`src/sv/ctd_pkg.sv`:
```
// ----------------------------------------------------------------------------
// ctd_pkg
// Shared widths, types and arithmetic helpers for the conservative triangle
// dilation core.
// ----------------------------------------------------------------------------
package ctd_pkg;

   // Field and datapath widths
   localparam int V_W      = 16;            // vertex coordinate, Q8.8
   localparam int HP_W     = 15;            // half pixel register
   localparam int P_W      = 33;            // plane a, b and raw cross term
   localparam int PMAG_W   = 32;            // |a|, |b|
   localparam int PRD_W    = HP_W + PMAG_W; // h * |a|
   localparam int DIL_W    = PRD_W + 1;     // hx*|a| + hy*|b|
   localparam int PZ_W     = 50;            // dilated plane offset
   localparam int PZ_LO_W  = 25;
   localparam int PZ_HI_W  = PZ_W - PZ_LO_W;
   localparam int HI_PRD_W = P_W + PZ_HI_W;
   localparam int LO_PRD_W = P_W + PZ_LO_W + 1;
   localparam int Z_PRD_W  = 2 * P_W;
   localparam int XY_W     = 84;            // intersection x, y terms
   localparam int Z_W      = 67;            // intersection z term
   localparam int Q_W      = 32;            // Q16.16 result
   localparam int FRAC_SH  = 8;             // extra scale in the quotient

   localparam int REQ_W    = 9 * V_W;
   localparam int RSP_W    = 6 * Q_W;
   localparam int CSR_IDX_W = 2;

   localparam int PRE_STAGES = 4;           // plane and intersection stages
   localparam int DIV_STAGES = Q_W;         // one quotient bit per stage

   localparam int QUEUE_DEPTH_DEF = 4;

   localparam logic [HP_W-1:0] HP_RESET = HP_W'(26);

   typedef enum logic [CSR_IDX_W-1:0] {
      CSR_HALF_PIXEL_X = 2'd0,
      CSR_HALF_PIXEL_Y = 2'd1
   } csr_index_type;

   // Classified triangle handed from the front end to the back end
   typedef struct packed {
      logic                   s_pos;
      logic                   s_neg;
      logic [2:0][P_W-1:0]    px;
      logic [2:0][P_W-1:0]    py;
      logic [2:0][P_W-1:0]    cc;
   } entry_type;

   // p times the upper, signed part of a plane offset
   function automatic logic signed [HI_PRD_W-1:0] mul_hi(input logic [P_W-1:0] p,
                                                         input logic [PZ_W-1:0] pz);
      mul_hi = HI_PRD_W'($signed(p)) * HI_PRD_W'($signed(pz[PZ_W-1:PZ_LO_W]));
   endfunction

   // p times the lower, unsigned part of a plane offset
   function automatic logic signed [LO_PRD_W-1:0] mul_lo(input logic [P_W-1:0] p,
                                                         input logic [PZ_W-1:0] pz);
      mul_lo = LO_PRD_W'($signed(p)) * LO_PRD_W'($signed({1'b0, pz[PZ_LO_W-1:0]}));
   endfunction

   function automatic logic signed [Z_PRD_W-1:0] mul_z(input logic [P_W-1:0] a,
                                                       input logic [P_W-1:0] b);
      mul_z = Z_PRD_W'($signed(a)) * Z_PRD_W'($signed(b));
   endfunction

   // Recombine the two partial products of one split multiply
   function automatic logic signed [XY_W-1:0] merge_parts(
      input logic signed [HI_PRD_W-1:0] hi,
      input logic signed [LO_PRD_W-1:0] lo);
      logic signed [XY_W-1:0] h;
      logic signed [XY_W-1:0] l;
      h = XY_W'(hi);
      l = XY_W'(lo);
      merge_parts = (h <<< PZ_LO_W) + l;
   endfunction

endpackage

```
`src/sv/ctd_queue.sv`:
```
// ----------------------------------------------------------------------------
// ctd_queue
// Small FIFO between the classifying front end and the arithmetic back end.
// ----------------------------------------------------------------------------
module ctd_queue #(
   parameter int DEPTH = ctd_pkg::QUEUE_DEPTH_DEF
) (
   input  logic               clock,
   input  logic               reset,
   input  logic               push,
   input  ctd_pkg::entry_type wdata,
   output logic               full,
   input  logic               pop,
   output logic               empty,
   output ctd_pkg::entry_type rdata
);
   import ctd_pkg::*;

   localparam int PTR_W = (DEPTH > 1) ? $clog2(DEPTH) : 1;
   localparam int CNT_W = $clog2(DEPTH + 1);

   entry_type         mem_ff [DEPTH];
   logic [PTR_W-1:0]  wr_ptr_ff, rd_ptr_ff;
   logic [CNT_W-1:0]  count_ff;

   assign full  = (count_ff == CNT_W'(DEPTH));
   assign empty = (count_ff == '0);
   assign rdata = mem_ff[rd_ptr_ff];

   // Store entries
   always_ff @(posedge clock) begin
      if (push) begin
         mem_ff[wr_ptr_ff] <= wdata;
      end
   end

   // Advance pointers and occupancy
   always_ff @(posedge clock) begin
      if (reset) begin
         wr_ptr_ff <= '0;
         rd_ptr_ff <= '0;
         count_ff  <= '0;
      end else begin
         if (push) begin
            wr_ptr_ff <= (wr_ptr_ff == PTR_W'(DEPTH - 1)) ? '0 : wr_ptr_ff + 1'b1;
         end
         if (pop) begin
            rd_ptr_ff <= (rd_ptr_ff == PTR_W'(DEPTH - 1)) ? '0 : rd_ptr_ff + 1'b1;
         end
         if (push && !pop) begin
            count_ff <= count_ff + 1'b1;
         end else if (pop && !push) begin
            count_ff <= count_ff - 1'b1;
         end
      end
   end

   a_count_bound: assert property (@(posedge clock) disable iff (reset)
      count_ff <= CNT_W'(DEPTH))
      else $error("queue occupancy above depth");

   a_no_overflow: assert property (@(posedge clock) disable iff (reset)
      !(push && full))
      else $error("queue written while full");

   a_no_underflow: assert property (@(posedge clock) disable iff (reset)
      !(pop && empty))
      else $error("queue read while empty");

endmodule

```
`config.mk`:
```
export PLATFORM = sky130hd
export DESIGN_NAME = ctd_queue
export DESIGN_NICKNAME = d
export VERILOG_FILES = /design/src/sv/ctd_pkg.sv /design/src/sv/ctd_queue.sv
export SDC_FILE = /design/constraint.sdc
export NUM_CORES = 1
export LEC_CHECK = 0
export BUFFER_PORTS_ARGS = -buffer_cell sky130_fd_sc_hd__buf_2
export CORE_UTILIZATION = 51
export DETAILED_ROUTE_END_ITERATION = 8
export PLACE_DENSITY = 0.74
export SYNTH_ARGS = -nofsm -noshare
export SYNTH_HDL_FRONTEND = slang
export SYNTH_SLANG_ARGS = --single-unit
export TNS_END_PERCENT = 20
```
`constraint.sdc`:
```
create_clock -name clock -period 9.6 [get_ports clock]
set_input_delay 1.92 -clock clock [delete_from_list [all_inputs] [get_ports clock]]
set_output_delay 1.92 -clock clock [all_outputs]
set_load 0.01 [all_outputs]
```
### Yosys cells after proc, flatten, opt, wreduce, memory -nomap -nowiden

Memories as Yosys holds them, arrays and structs flattened. A register that Yosys moved wholly into a read port is not among the register bits.
Cells that the tools add are included.

| storage, ports and cells | value |
|---|---|
| register bits | 7 |
| bits in writable memories | 1196 |
| bits of input ports | 303 |
| output and inout bits | 301 |
| word-level logic and storage cells | 25 |
| memories kept | 1 |

Memory list:

| name | depth | bits a word | read ports | clocked after memory_dff | wr ports | RTL line | RTL |
|---|---|---|---|---|---|---|---|
| mem_ff | 4 | 299 | 1 | 1 | 1 | ctd_queue.sv:22 | `entry_type mem_ff [DEPTH];` |

| operators by class | value |
|---|---|
| add/sub/neg operators | 4 |
| equality and inequality tests | 3 |
| multiplexer cells | 8 |
| reductions and logical operators | 6 |

Operators with widths:

| kind | number |
|---|---|
| 2-to-1 mux 2 bit | 4 |
| 2-to-1 mux 3 bit | 2 |
| adder 2 x 1 -> 2 bit (second input constant) | 2 |
| == test 2 bit (second input constant) | 2 |
| adder 3 x 1 -> 3 bit (second input constant) | 1 |
| == test 3 bit (second input constant) | 1 |
| logical NOT 3 bit | 1 |
| subtractor 3 x 1 -> 3 bit (second input constant) | 1 |
| logical AND 1 bit | 2 |
| logical NOT 1 bit | 2 |
| 2-to-1 mux 1 bit | 2 |
| nonzero test 2 bit | 1 |

### Logic depth before layout (Yosys ltp)

Gate-level depths: netlist of run 1.

| logic depth | value |
|---|---|
| word-level depth | 4 |
| depth in mapped cells | 7 |

### Worst setup path after synthesis of run 1

Ideal clock, no wire load.

| timing path | value |
|---|---|
| path type | input -> register |
| start | input port push |
| end | memory mem_ff[0][0] (netlist bit) (enable) |
| library setup time | 697 ps |
| arrival time | 8664 ps |
| required time | 8903 ps |
| path slack | 238 ps |
| stages | 1 |
| path buffers | 0 |
| cells stage by stage | and2_1 |

| between the ends | value |
|---|---|
| cells in the longest elaborated chain, start to end | 2 |

RTL lines:

| what | RTL line | RTL |
|---|---|---|
| start, declared | ctd_queue.sv:10 | `input logic push,` |
| 2-to-1 mux 1 bit | ctd_queue.sv:32 | `if (push) begin` |
| 2-to-1 mux 1 bit (implied by the code) | ctd_queue.sv:33 | `mem_ff[wr_ptr_ff] <= wdata;` |
| end, declared | ctd_queue.sv:22 |  |

No other way between the ends.

==> impl_metrics.xml, run 1 <==
<?xml version="1.0" encoding="UTF-8"?>
<metrics>
  <group name="clock_network">
    <metric name="numCtsBuffers" unit="">114</metric>
    <metric name="cts_hold_buffers" unit="">0</metric>
    <metric name="tritoncts_clock_tree" unit="">done</metric>
    <metric name="cts-root-buf" unit="">sky130_fd_sc_hd__clkbuf_16</metric>
    <metric name="clk_pin_slew_worst_paths" unit="ps">60</metric>
    <metric name="clkSinkCount" unit="">1205</metric>
    <metric name="postCtsResizedCells" unit="">0</metric>
    <metric name="postCtsSetupRepairBufs" unit="">0</metric>
    <metric name="h-tree-depth" unit="">3</metric>
    <metric name="clockBufferDepth" unit="">3</metric>
    <metric name="clock_insertion_delay_at_the_later_pin_of_the_skew_report" unit="ps">680</metric>
  </group>
  <group name="finish">
    <metric name="finish.utilization" unit="%">61.42</metric>
    <metric name="drive_above_1_share" unit="%">46.25</metric>
    <metric name="mostFrequentLayoutCells" unit="">1,196 x sky130_fd_sc_hd__edfxtp_1, 603 x sky130_fd_sc_hd__buf_2, 299 x sky130_fd_sc_hd__mux4_2</metric>
    <metric name="final_common_cell" unit="">sky130_fd_sc_hd__edfxtp_1</metric>
    <metric name="final_net_count" unit="">2587</metric>
    <metric name="syn2layout_area_growth" unit="%">18.60</metric>
  </group>
  <group name="pwr">
    <metric name="totalPowerFinal" unit="W">0.01153</metric>
    <metric name="cellLeakagePower" unit="nW">17.18</metric>
    <metric name="maximum_ir_drop_on_the_vdd_rail" unit="V">0.0001770</metric>
    <metric name="power.density" unit="nW/um^2">223.2</metric>
  </group>
  <group name="synthesis">
    <metric name="syn_inst" unit="">1605</metric>
    <metric name="syn-cell-area" unit="um^2">43550</metric>
    <metric name="yosysUniqueCellTypes" unit="">19</metric>
    <metric name="synth_warnings" unit="">0</metric>
    <metric name="ys_ff_latch" unit="">1205</metric>
    <metric name="per_instance_average_area_after_synthesis" unit="um^2">27.13</metric>
    <metric name="ys_seq_area_share" unit="%">82.88</metric>
    <metric name="syn_nets" unit="">1915</metric>
  </group>
  <group name="die">
    <metric name="core" unit="um^2">84090</metric>
    <metric name="y_dimension_of_the_die" unit="um">294.2</metric>
    <metric name="io_pins" unit="">604</metric>
    <metric name="starting_utilization_of_the_core_area" unit="%">51.79</metric>
    <metric name="die-width" unit="um">294.2</metric>
    <metric name="std_cell_rows" unit="">106</metric>
    <metric name="die_area" unit="um^2">86570</metric>
  </group>
  <group name="run">
    <metric name="maxCapViolations" unit="">0</metric>
  </group>
  <group name="critical_path">
    <metric name="timing.setup.critical_path_class" unit="">reg -&gt; out</metric>
    <metric name="worst_path_maximum_fanout" unit="">109</metric>
    <metric name="start_kind" unit="">flip-flop</metric>
    <metric name="cp_data_required_time" unit="ps">7680</metric>
    <metric name="critPathCaptureType" unit="">output port</metric>
    <metric name="critPathArrivalTime" unit="ps">3370</metric>
  </group>
  <group name="route">
    <metric name="drt-initial-drc-count" unit="">1411</metric>
    <metric name="vias" unit="">19700</metric>
    <metric name="drt.antenna.violating_nets" unit="">0</metric>
    <metric name="drt-wirelength-per-cell" unit="um">24.76</metric>
    <metric name="first_pass_iters" unit="">4</metric>
    <metric name="drc" unit="">0</metric>
    <metric name="post_drt_via_cell_ratio" unit="">5.568</metric>
    <metric name="wirelength" unit="um">87620</metric>
  </group>
  <group name="run_status">
    <metric name="run_status" unit="">finished clean</metric>
  </group>
  <group name="place">
    <metric name="portBuffers" unit="">603</metric>
    <metric name="dp_hpwl" unit="um">52500</metric>
    <metric name="gp_congestion" unit="">0.7719</metric>
  </group>
  <group name="grt">
    <metric name="grt_use_total" unit="%">20.07</metric>
    <metric name="grt_pass1_vias" unit="">20640</metric>
    <metric name="grt_pass1_wl" unit="um">127600</metric>
    <metric name="grt_max_degree" unit="">153</metric>
    <metric name="globalRoute.totalOverflow" unit="">0</metric>
    <metric name="grt_antenna_before_repair" unit="">37</metric>
  </group>
  <group name="timing">
    <metric name="setup_viol" unit="">0</metric>
    <metric name="final-hold-violation-count" unit="">0</metric>
    <metric name="min_period" unit="ps">5293</metric>
    <metric name="tns" unit="ps">0</metric>
    <metric name="worst_pin_slew" unit="ps">1239</metric>
    <metric name="setup_repair_after_global_routing_missed_its_margin" unit="">no</metric>
    <metric name="period_share" unit="%">55.14</metric>
    <metric name="slew_violations" unit="">0</metric>
    <metric name="max_frequency" unit="MHz">188.9</metric>
    <metric name="finClkSkew" unit="ps">20.29</metric>
    <metric name="max_slew_margin" unit="%">17.40</metric>
  </group>
  <group name="hold_path">
    <metric name="worst_hold_path_type" unit="">reg -&gt; reg</metric>
  </group>
</metrics>
-- synthesized netlist by cell type --
master | count | area [um^2]
sky130_fd_sc_hd__a21oi_1 | 2 | 10.01
sky130_fd_sc_hd__and2_1 | 4 | 25.02
sky130_fd_sc_hd__buf_2 | 30 | 150.1
sky130_fd_sc_hd__buf_4 | 3 | 22.52
sky130_fd_sc_hd__buf_6 | 22 | 247.7
sky130_fd_sc_hd__clkbuf_1 | 11 | 41.29
sky130_fd_sc_hd__dfxtp_1 | 9 | 180.2
sky130_fd_sc_hd__edfxtp_1 | 1196 | 35910
sky130_fd_sc_hd__fa_1 | 1 | 20.02
sky130_fd_sc_hd__ha_1 | 6 | 75.07
sky130_fd_sc_hd__inv_1 | 4 | 15.01
sky130_fd_sc_hd__mux2i_1 | 4 | 40.04
sky130_fd_sc_hd__mux4_2 | 299 | 6734
sky130_fd_sc_hd__nor2_1 | 7 | 26.28
sky130_fd_sc_hd__nor3_1 | 1 | 5.000
sky130_fd_sc_hd__nor3b_1 | 2 | 15.01
sky130_fd_sc_hd__o21ai_0 | 1 | 5.000
sky130_fd_sc_hd__or3_1 | 1 | 6.260
sky130_fd_sc_hd__xor2_1 | 2 | 17.52
-- registers in the layout (all words and copies together) (netlist names), named ones only --
name,count
rd_ptr_ff,2
count_ff,3
wr_ptr_ff,2
mem_ff,1196
-- area by class of cell --
type | count | area (um^2)
multi-input cells | 330 | 6989
fillers | 5706 | 32440
diodes | 29 | 72.57
flip-flops and latches | 1205 | 36100
repair buffers | 622 | 3248
inverters | 4 | 15.01
clock inverters | 70 | 733.2
well taps | 1134 | 1419
clock buffers | 145 | 3070
-- through the flow --
| stage | hold WS, ps | setup slack (ps) | cells | area, um^2 |
|---|---|---|---|---|
| after global routing | 536.8 | 3965 | 3532 | 51630 |
| final | 505.5 | 4307 | 3539 | 51650 |
| after detailed placement | 502.8 | 4864 | 3295 | 47770 |
| after CTS | 514.0 | 4110 | 3510 | 51580 |
| after floorplan | 460.3 | 238.4 | 1605 | 43550 |
| after global placement | 477.1 | 4869 | 3295 | 47770 |
-- kinds of logic (layout without fill, tap and decap cells) --
family / count (synthesis) / in the layout / share of synthesized area, %
buf+inv: 70 / 841 / 1.095
compound gates: 3 / 3 / 0.03447
simple gates: 15 / 15 / 0.1781
xor+xnor: 2 / 2 / 0.04023
flops: 1205 / 1205 / 82.88
mux: 303 / 303 / 15.55
other cells: 0 / 29 / 0
fa+ha+maj: 7 / 7 / 0.2183
-- worst paths after layout --
kind / startpoint / end / slack [ps] / cells after the start
worst max register to register: wr_ptr_ff[0] / mem_ff[0][18] / 6750 / 4
worst max-delay path: flip-flop / rdata[169] / 4310 / 3
worst min-delay path: count_ff[2] / count_ff[2] / 510 / 2
worst min register to register: count_ff[2] / count_ff[2] / 510 / 2
-- worst max-delay path, stage by stage (launching register included) --
cell and delay [ps]:
sky130_fd_sc_hd__dfxtp_4 1000, sky130_fd_sc_hd__buf_12 610, sky130_fd_sc_hd__mux4_2 640, sky130_fd_sc_hd__buf_2 170
-- metal layers --
metal,GRT usage (%),vias to the layer above,wire length (um)
met4,9.489,24,3051
met5,0,-,149
li1,-,8395,-
met1,24.27,10330,31370
met3,5.914,185,7157
met2,33.28,771,45890
-- report_power, final --
part | total [W] | switching, W | internal (W)
sequential | 0.00611 | 0.0000661 | 0.00604
combinational | 0.000946 | 0.000534 | 0.000411
clock | 0.00448 | 0.00188 | 0.00260
Power figures use the tool's default switching activity.
==> run 2: changes to the inputs <==
--- a/config.mk
+++ b/config.mk
@@ -6,9 +6,9 @@
 export NUM_CORES = 1
 export LEC_CHECK = 0
 export BUFFER_PORTS_ARGS = -buffer_cell sky130_fd_sc_hd__buf_2
-export CORE_UTILIZATION = 51
+export CORE_UTILIZATION = 57
 export DETAILED_ROUTE_END_ITERATION = 8
-export PLACE_DENSITY = 0.74
+export PLACE_DENSITY = 0.78
 export SYNTH_ARGS = -nofsm -noshare
 export SYNTH_HDL_FRONTEND = slang
 export SYNTH_SLANG_ARGS = --single-unit
==> constraint.sdc (replaced) <==
create_clock -name clock -period 5.25 [get_ports clock]
set_input_delay 1.05 -clock clock [delete_from_list [all_inputs] [get_ports clock]]
set_output_delay 1.05 -clock clock [all_outputs]
set_load 0.01 [all_outputs]
==> run 2 against run 1 <==
Compared with the run above:
- critical path depth unchanged
- worst setup slack got worse by 2900 ps
- utilization increased by 7.2 points
- largest power group unchanged
- first-iteration DRC count increased by 15%
- sequential cell count unchanged
- cell count decreased by 4.0%
- highest routed layer unchanged
- hold slack improved by 11 ps
- combinational power increased by 89%
- via count increased by 1.9%
- register-to-register slack got worse by 3800 ps
- sequential power increased by 83%
- clock skew increased by 18 ps
==> impl_metrics.xml, run 2 (synthesized netlist as in run 1, its figures left out) <==
<?xml version="1.0" encoding="UTF-8"?>
<metrics>
  <group name="clock_network">
    <metric name="postCtsSetupRepairBufs" unit="">0</metric>
    <metric name="clockBufferDepth" unit="">3</metric>
    <metric name="clkSinkCount" unit="">1205</metric>
    <metric name="postCtsResizedCells" unit="">0</metric>
    <metric name="tritoncts_clock_tree" unit="">done</metric>
    <metric name="clock_insertion_delay_at_the_later_pin_of_the_skew_report" unit="ps">670</metric>
    <metric name="numCtsBuffers" unit="">112</metric>
    <metric name="cts_hold_buffers" unit="">0</metric>
    <metric name="clk_pin_slew_worst_paths" unit="ps">60</metric>
    <metric name="h-tree-depth" unit="">3</metric>
    <metric name="cts-root-buf" unit="">sky130_fd_sc_hd__clkbuf_16</metric>
  </group>
  <group name="critical_path">
    <metric name="r2r-end" unit="">mem_ff[2][145]</metric>
    <metric name="timing.critical_path.slowest_cell_delay" unit="ps">850</metric>
    <metric name="crit_path_cell_trace" unit="">buf_12, mux4_2, buf_2</metric>
    <metric name="crit-reg2reg-launch" unit="">wr_ptr_ff[0]</metric>
    <metric name="critical_path.n_buffers_inverters" unit="">2</metric>
    <metric name="crit_family" unit="">flip-flops</metric>
    <metric name="timing.reg2reg.worst_path_depth" unit="">4</metric>
    <metric name="critPathArrivalTime" unit="ps">2770</metric>
    <metric name="timing.setup.critical_path_class" unit="">reg -&gt; out</metric>
    <metric name="worst_path_maximum_fanout" unit="">46</metric>
    <metric name="start_kind" unit="">flip-flop</metric>
    <metric name="critPathCaptureType" unit="">output port</metric>
    <metric name="cp_data_required_time" unit="ps">4200</metric>
    <metric name="reg2reg_slack" unit="ps">2910</metric>
    <metric name="critPathSlowestCell" unit="">sky130_fd_sc_hd__dfxtp_4</metric>
  </group>
  <group name="finish">
    <metric name="fillCellCount" unit="">4456</metric>
    <metric name="final_net_count" unit="">2609</metric>
    <metric name="drive_above_1_share" unit="%">46.36</metric>
    <metric name="final-seq-area" unit="um^2">36100</metric>
    <metric name="syn2layout_area_growth" unit="%">18.38</metric>
    <metric name="finish.utilization" unit="%">68.67</metric>
    <metric name="final_common_cell" unit="">sky130_fd_sc_hd__edfxtp_1</metric>
    <metric name="multi_input_combinational_cell_area" unit="um^2">6989</metric>
    <metric name="largest_register_ffs" unit="">1196</metric>
    <metric name="mostFrequentLayoutCells" unit="">1,196 x sky130_fd_sc_hd__edfxtp_1, 603 x sky130_fd_sc_hd__buf_2, 299 x sky130_fd_sc_hd__mux4_2</metric>
    <metric name="final_cell_area" unit="um^2">51550</metric>
    <metric name="registers.top_by_ff_count" unit="">mem_ff</metric>
    <metric name="reg_top3" unit="">mem_ff (1196), count_ff (3)</metric>
  </group>
  <group name="grt">
    <metric name="grt_max_degree" unit="">97</metric>
    <metric name="grt_pass1_wl" unit="um">133800</metric>
    <metric name="globalRoute.totalOverflow" unit="">0</metric>
    <metric name="grt_antenna_before_repair" unit="">42</metric>
    <metric name="grt_use_total" unit="%">23.54</metric>
    <metric name="grt_pass1_vias" unit="">21380</metric>
  </group>
  <group name="pwr">
    <metric name="power.density" unit="nW/um^2">403.4</metric>
    <metric name="cellLeakagePower" unit="nW">17.24</metric>
    <metric name="maximum_ir_drop_on_the_vdd_rail" unit="V">0.0004110</metric>
  </group>
  <group name="die">
    <metric name="y_dimension_of_the_die" unit="um">278.4</metric>
    <metric name="std_cell_rows" unit="">100</metric>
    <metric name="die_area" unit="um^2">77510</metric>
    <metric name="die-width" unit="um">278.4</metric>
    <metric name="starting_utilization_of_the_core_area" unit="%">58.01</metric>
    <metric name="core" unit="um^2">75070</metric>
    <metric name="io_pins" unit="">604</metric>
  </group>
  <group name="route">
    <metric name="drt-initial-drc-count" unit="">1628</metric>
    <metric name="vias" unit="">20080</metric>
    <metric name="drt-wirelength-per-cell" unit="um">26.95</metric>
    <metric name="post_drt_via_cell_ratio" unit="">5.914</metric>
    <metric name="first_pass_iters" unit="">5</metric>
    <metric name="wirelength" unit="um">91530</metric>
    <metric name="drt.antenna.violating_nets" unit="">0</metric>
    <metric name="drc" unit="">0</metric>
  </group>
  <group name="hold_path">
    <metric name="whs_path_depth" unit="">2</metric>
    <metric name="hold_path.startpoint" unit="">rd_ptr_ff[1]</metric>
    <metric name="worst_hold_path_type" unit="">reg -&gt; reg</metric>
  </group>
  <group name="timing">
    <metric name="max_frequency" unit="MHz">261.5</metric>
    <metric name="slew_violations" unit="">0</metric>
    <metric name="setup_viol" unit="">0</metric>
    <metric name="finClkSkew" unit="ps">38.68</metric>
    <metric name="final-hold-violation-count" unit="">0</metric>
    <metric name="setup_repair_after_global_routing_missed_its_margin" unit="">no</metric>
    <metric name="hold_ws" unit="ps">516.1</metric>
    <metric name="setup_slack_after_layout" unit="ps">1425</metric>
    <metric name="max_slew_margin" unit="%">37.49</metric>
    <metric name="period_share" unit="%">72.85</metric>
    <metric name="worst_pin_slew" unit="ps">937.7</metric>
    <metric name="min_period" unit="ps">3825</metric>
  </group>
  <group name="place">
    <metric name="gp_congestion" unit="">0.8107</metric>
    <metric name="dp_slack" unit="ps">2030</metric>
    <metric name="place_area" unit="um^2">47870</metric>
    <metric name="dp_hpwl" unit="um">56710</metric>
    <metric name="portBuffers" unit="">603</metric>
  </group>
  <group name="run">
    <metric name="maxCapViolations" unit="">0</metric>
  </group>
  <group name="run_status">
    <metric name="run_status" unit="">finished clean</metric>
  </group>
</metrics>
[run 2: routing by layer]
metal	global-route usage [%]	up-vias	routed length, um	share of wire [%]
met2	39.12	853	47350	52
li1	-	8439	-	-
met4	10.55	26	3838	4.2
met3	6.464	222	7668	8.4
met1	29.16	10540	32480	35
met5	0	-	189	0.21
[run 2: layout make-up]
cell class                      instances  area share (%)
Sequential cell                      1205           70.03
Timing Repair Buffer                  646           6.893
Clock buffer                          131           5.616
Multi-Input combinational cell        330           13.56
Antenna cell                           37          0.1796
Inverter                                4         0.02912
Tap cell                              969           2.352
Clock inverter                         74           1.345
[run 2: power breakdown]
group,internal [W],switching (W)
Sequential,0.0110,0.000129
Combinational,0.000777,0.00101
Clock,0.00449,0.00336
[run 2: worst max path at each step]
stage	to	slack [ps]	cells past startpoint
floorplan	mem_ff[2][0]	-3240	1
global placement	rdata[264]	2060	3
detailed placement	rdata[194]	2030	3
CTS	rdata[258]	1330	3
global route	rdata[199]	1240	3
finish	rdata[258]	1430	3
[run 2: metrics by stage]
stage               instances  TNS [ps]  total power (W)
finish                   3396         0          0.02080
detailed placement       3154         0          0.01316
CTS                      3359         0          0.02095
floorplan                1605  -2907420          0.01240
global placement         3154         0          0.01308
global route             3385         0          0.02142
[run 2: worst register-to-register path, cell delays in order (launching register included)]
cell,delay [ps]
sky130_fd_sc_hd__dfxtp_1,350
sky130_fd_sc_hd__inv_1,100
sky130_fd_sc_hd__ha_1,140
sky130_fd_sc_hd__and2_4,730
sky130_fd_sc_hd__buf_4,630
